<file path="src/rtl/core/sofsm_pkg.sv">
// sofsm_pkg: shared codes, widths and constants for the static object pixel fsm
// used by every module in rtl/core; depends on nothing
package sofsm_pkg;

    localparam int unsigned INDEX_W = 18;
    localparam int unsigned MASK_W  = 8;
    localparam int unsigned CODE_W  = 2;
    localparam int unsigned CFG_W   = 16;

    // foreground marker in both mask bytes
    localparam logic [MASK_W-1:0] FG_BYTE = 8'hFF;

    // reset value of the dwell threshold register
    localparam logic [CFG_W-1:0] STABLE_RESET = 16'd450;

    // pixel state codes
    localparam logic [CODE_W-1:0] CODE_NONE = 2'd0;
    localparam logic [CODE_W-1:0] CODE_LONG = 2'd1;
    localparam logic [CODE_W-1:0] CODE_BOTH = 2'd3;

    // per-pixel result flags leaving the update logic
    typedef struct packed {
        logic candidate;
        logic stable;
    } pix_flags_t;

endpackage

</file>
<file path="src/rtl/core/sofsm_update.sv">
// sofsm_update: next-state logic for one pixel entry (code, flags, dwell counter)
// uses sofsm_pkg
module sofsm_update
    import sofsm_pkg::*;
#(
    parameter int unsigned COUNT_BITS = 16
) (
    input  logic [CODE_W+COUNT_BITS+1:0] entry_in,
    input  logic [CODE_W-1:0]            now_code,
    input  logic [CFG_W-1:0]             threshold,
    output logic [CODE_W+COUNT_BITS+1:0] entry_out,
    output pix_flags_t                   flags
);

    localparam int unsigned CMP_W = (COUNT_BITS > CFG_W) ? COUNT_BITS : CFG_W;
    localparam logic [COUNT_BITS-1:0] COUNT_MAX = {COUNT_BITS{1'b1}};

    logic [CODE_W-1:0]     prev_code;
    logic                  cand;
    logic                  stab;
    logic [COUNT_BITS-1:0] dwell;
    logic                  cand_next;
    logic                  stab_next;
    logic [COUNT_BITS-1:0] dwell_next;
    logic                  hold_long;

    assign prev_code = entry_in[CODE_W+COUNT_BITS+1 -: CODE_W];
    assign cand      = entry_in[COUNT_BITS+1];
    assign stab      = entry_in[COUNT_BITS];
    assign dwell     = entry_in[COUNT_BITS-1:0];
    assign hold_long = (now_code == CODE_LONG) && (prev_code == CODE_LONG);

    always_comb begin
        stab_next  = stab;
        cand_next  = 1'b0;
        dwell_next = '0;
        if (hold_long) begin
            // threshold test uses the count from before this frame
            if (CMP_W'(dwell) == CMP_W'(threshold)) begin
                stab_next = 1'b1;
            end
            cand_next  = cand;
            dwell_next = (cand && (dwell != COUNT_MAX)) ? dwell + COUNT_BITS'(1) : dwell;
        end
        // object just left the short-term mask
        if ((now_code == CODE_LONG) && (prev_code == CODE_BOTH)) begin
            cand_next = 1'b1;
        end
    end

    assign entry_out       = {now_code, cand_next, stab_next, dwell_next};
    assign flags.candidate = cand_next;
    assign flags.stable    = stab_next;

endmodule

</file>
<file path="config.mk">
export PLATFORM = sky130hd
export DESIGN_NAME = sofsm_update
export DESIGN_NICKNAME = d
export VERILOG_FILES = /design/src/rtl/core/sofsm_pkg.sv /design/src/rtl/core/sofsm_update.sv
export SDC_FILE = /design/constraint.sdc
export NUM_CORES = 1
export LEC_CHECK = 0
export BUFFER_PORTS_ARGS = -buffer_cell sky130_fd_sc_hd__buf_4
export CAP_MARGIN = 20
export CELL_PAD_IN_SITES_DETAIL_PLACEMENT = 1
export CELL_PAD_IN_SITES_GLOBAL_PLACEMENT = 1
export CORE_UTILIZATION = 25
export DETAILED_ROUTE_END_ITERATION = 16
export PLACE_DENSITY = 0.78
export RECOVER_POWER = 100
export SETUP_SLACK_MARGIN = 0.15
export SYNTH_ARGS = -nofsm -noshare
export SYNTH_HDL_FRONTEND = slang
export SYNTH_SLANG_ARGS = --single-unit
</file>
<file path="constraint.sdc">
create_clock -name vclk -period 1.95
set_input_delay 0.39 -clock vclk [all_inputs]
set_output_delay 0.39 -clock vclk [all_outputs]
set_load 0.005 [all_outputs]
</file>
==> impl_metrics.json <==
{
  "drc": 0,
  "dieArea_um2": 3420,
  "rsz0062_at_grt": "true",
  "wl_per_cell_um": 25.2,
  "final.setup.worst_slack_ps": -235,
  "track_usage_pct": 30.0,
  "fmax_ghz": 0.458,
  "worstPathRequired_ps": 1560,
  "syn2layout_area_growth_pct": 161,
  "num_rows": 20,
  "core_region_area_um2": 3050,
  "path_delay_family": "simple AND/OR/NAND/NOR gates",
  "slew_violations": 0,
  "grt_pass1_wl_mm": 7.80,
  "crit_top_cell": "buf_4",
  "overflow": 0,
  "nFillCells": 336,
  "min_period_over_period_pct": 112,
  "syn_area_per_cell_um2": 6.71,
  "cp.arrival_ps": 1790,
  "hpwl_mm": 3.46,
  "worst_slew_pin_slew_ps": 492,
  "yosysUniqueCellTypes": 38,
  "register_area_um2": 0,
  "path_buf_inv": 3,
  "start_util_pct": 26.1,
  "seq_cells": 0,
  "synth_top_area_share_pct": 15.4,
  "cp_slowest_stage_delay_ps": 350,
  "io_buffers": 60,
  "postRouteWirelength_mm": 6.77,
  "power.density_nw_per_um2": 175,
  "cp_max_fo": 4,
  "ys_top_cells_by_count": "14 x xnor2_1, 8 x nand4_1, 7 x a21oi_1, 7 x nor2_1, 7 x o21ai_0",
  "hold_viol": 0,
  "antenna_cells": 0,
  "finalCriticalPeriod_ps": 2180,
  "synth_warnings": 0,
  "worstPathCellList": "buf_4 -> nand4_1 -> buf_4 -> nor4_4 -> nor2_1 -> a21oi_1 -> buf_4",
  "io_pins": 60,
  "yosys.cell_count.top_type": "xnor2_1",
  "outcome": "finished with violations",
  "synth_fp_nets": 158,
  "worstSetupStartpointType": "input port",
  "finalPower_uw": 365,
  "holdBufCountCts": 0,
  "fin_util_pct": 68.1,
  "p_leak_uw": 0.000903,
  "violations": "setup timing",
  "grt_max_degree": 9,
  "die_w_um": 58.5,
  "critPathSlowestCell": "nor4_4",
  "hp-class": "in2out",
  "ir_worst_vdd_uv": 87.3,
  "maxCapViolations": 0,
  "dr.first_iter.drc_count": 56,
  "chipHeight_um": 58.5,
  "antenna_found_initial": 0,
  "vias": 1572,
  "clock_buffers": 0,
  "globalplace.congestion": 0.808,
  "finalSetupViolCount": 15,
  "vias_per_cell": 5.84,
  "ys_seq_area_share_pct": 0,
  "yosys.area.top_type": "xnor2_1",
  "mappedNetlistArea_um2": 798,
  "drtPass1Iterations": 4,
  "relSlewSlack_pct": 66.7,
  "syn_inst": 119,
  "ys_top_cells_by_area": "xnor2_1 15%, nand4_1 6.3%, buf_4 5.6%",
  "crit_type": "in2out",
  "finalNetCount": 266,
  "grt_pass1_vias": 1608,
  "ant_nets": 0,
  "drive_above_1_share_pct": 71.6,
  "critPathCaptureType": "primary output"
}
## power by group
part           switching [uW]  total, uW  internal, uW
registers                   0          0             0
logic                     170        365           195
clock network               0          0             0
## layer usage
metal  part of all wire, %  track usage [%]  up-vias  routed length (um)
li1                      -                -      679                   -
met1                    41             35.9      787                2780
met2                    50             59.3       80                3380
met3                   4.8             1.76       26                 325
met4                   4.1             4.08        0                 280
met5                     0                0        -                   0
## per-stage QoR
step | setup slack [ps] | TNS (ps) | cells | hold slack [ps] | area, um2
2_1_floorplan | 82.9 | 0 | 119 | 848 | 888
3_3_place_gp | -187 | -1540 | 248 | 968 | 1560
3_5_place_dp | -206 | -2170 | 248 | 975 | 1560
4_1_cts | -97.1 | -685 | 259 | 985 | 1810
5_1_grt | -291 | -2530 | 269 | 1010 | 2080
6_report | -235 | -1950 | 269 | 1010 | 2080
## final timing paths
path | start | to | slack (ps) | cells past startpoint
max | entry_in[11] | entry_out[7] | -230 | 7
min | now_code[1] | entry_out[19] | 1010 | 2
## layout by cell type (no fill, tap or decap), drive strengths merged, types with 2 or more instances in the layout
master	n
o31ai	2
and3	2
nor4bb	2
o41ai	2
or4	3
a21oi	7
a41o	2
clkbuf	2
xnor2	14
and4	3
or3	2
nor4	3
nand4	10
nor3	6
o21ai	7
inv	3
o311ai	2
nand2	6
nor2	7
nand3	5
a31oi	5
xor2	2
buf	116
## timing repair
item | 4_1_cts | 5_1_grt
endpoints found under the hold margin | 0 | 0
endpoints found under the setup margin | 18 | 18
buffers inserted | 11 | 10
pin swaps | 29 | 20
gates resized for setup | 37 | 39
## layout make-up
type,count,area [um2],area share [%]
Multi-Input combinational cell,104,1010,48.8
Timing Repair Buffer,118,998,48.0
Tap cell,44,55.1,2.65
Inverter,3,11.3,0.542
## kinds of logic after synthesis
group           after synthesis  share of synthesized area, %
fa+ha+maj                     1                          1.57
buf+inv                      15                          10.7
xor+xnor                     16                          17.6
simple gates                 54                          41.9
compound gates               33                          28.4
No activity file was read; power rests on OpenSTA's default activity.
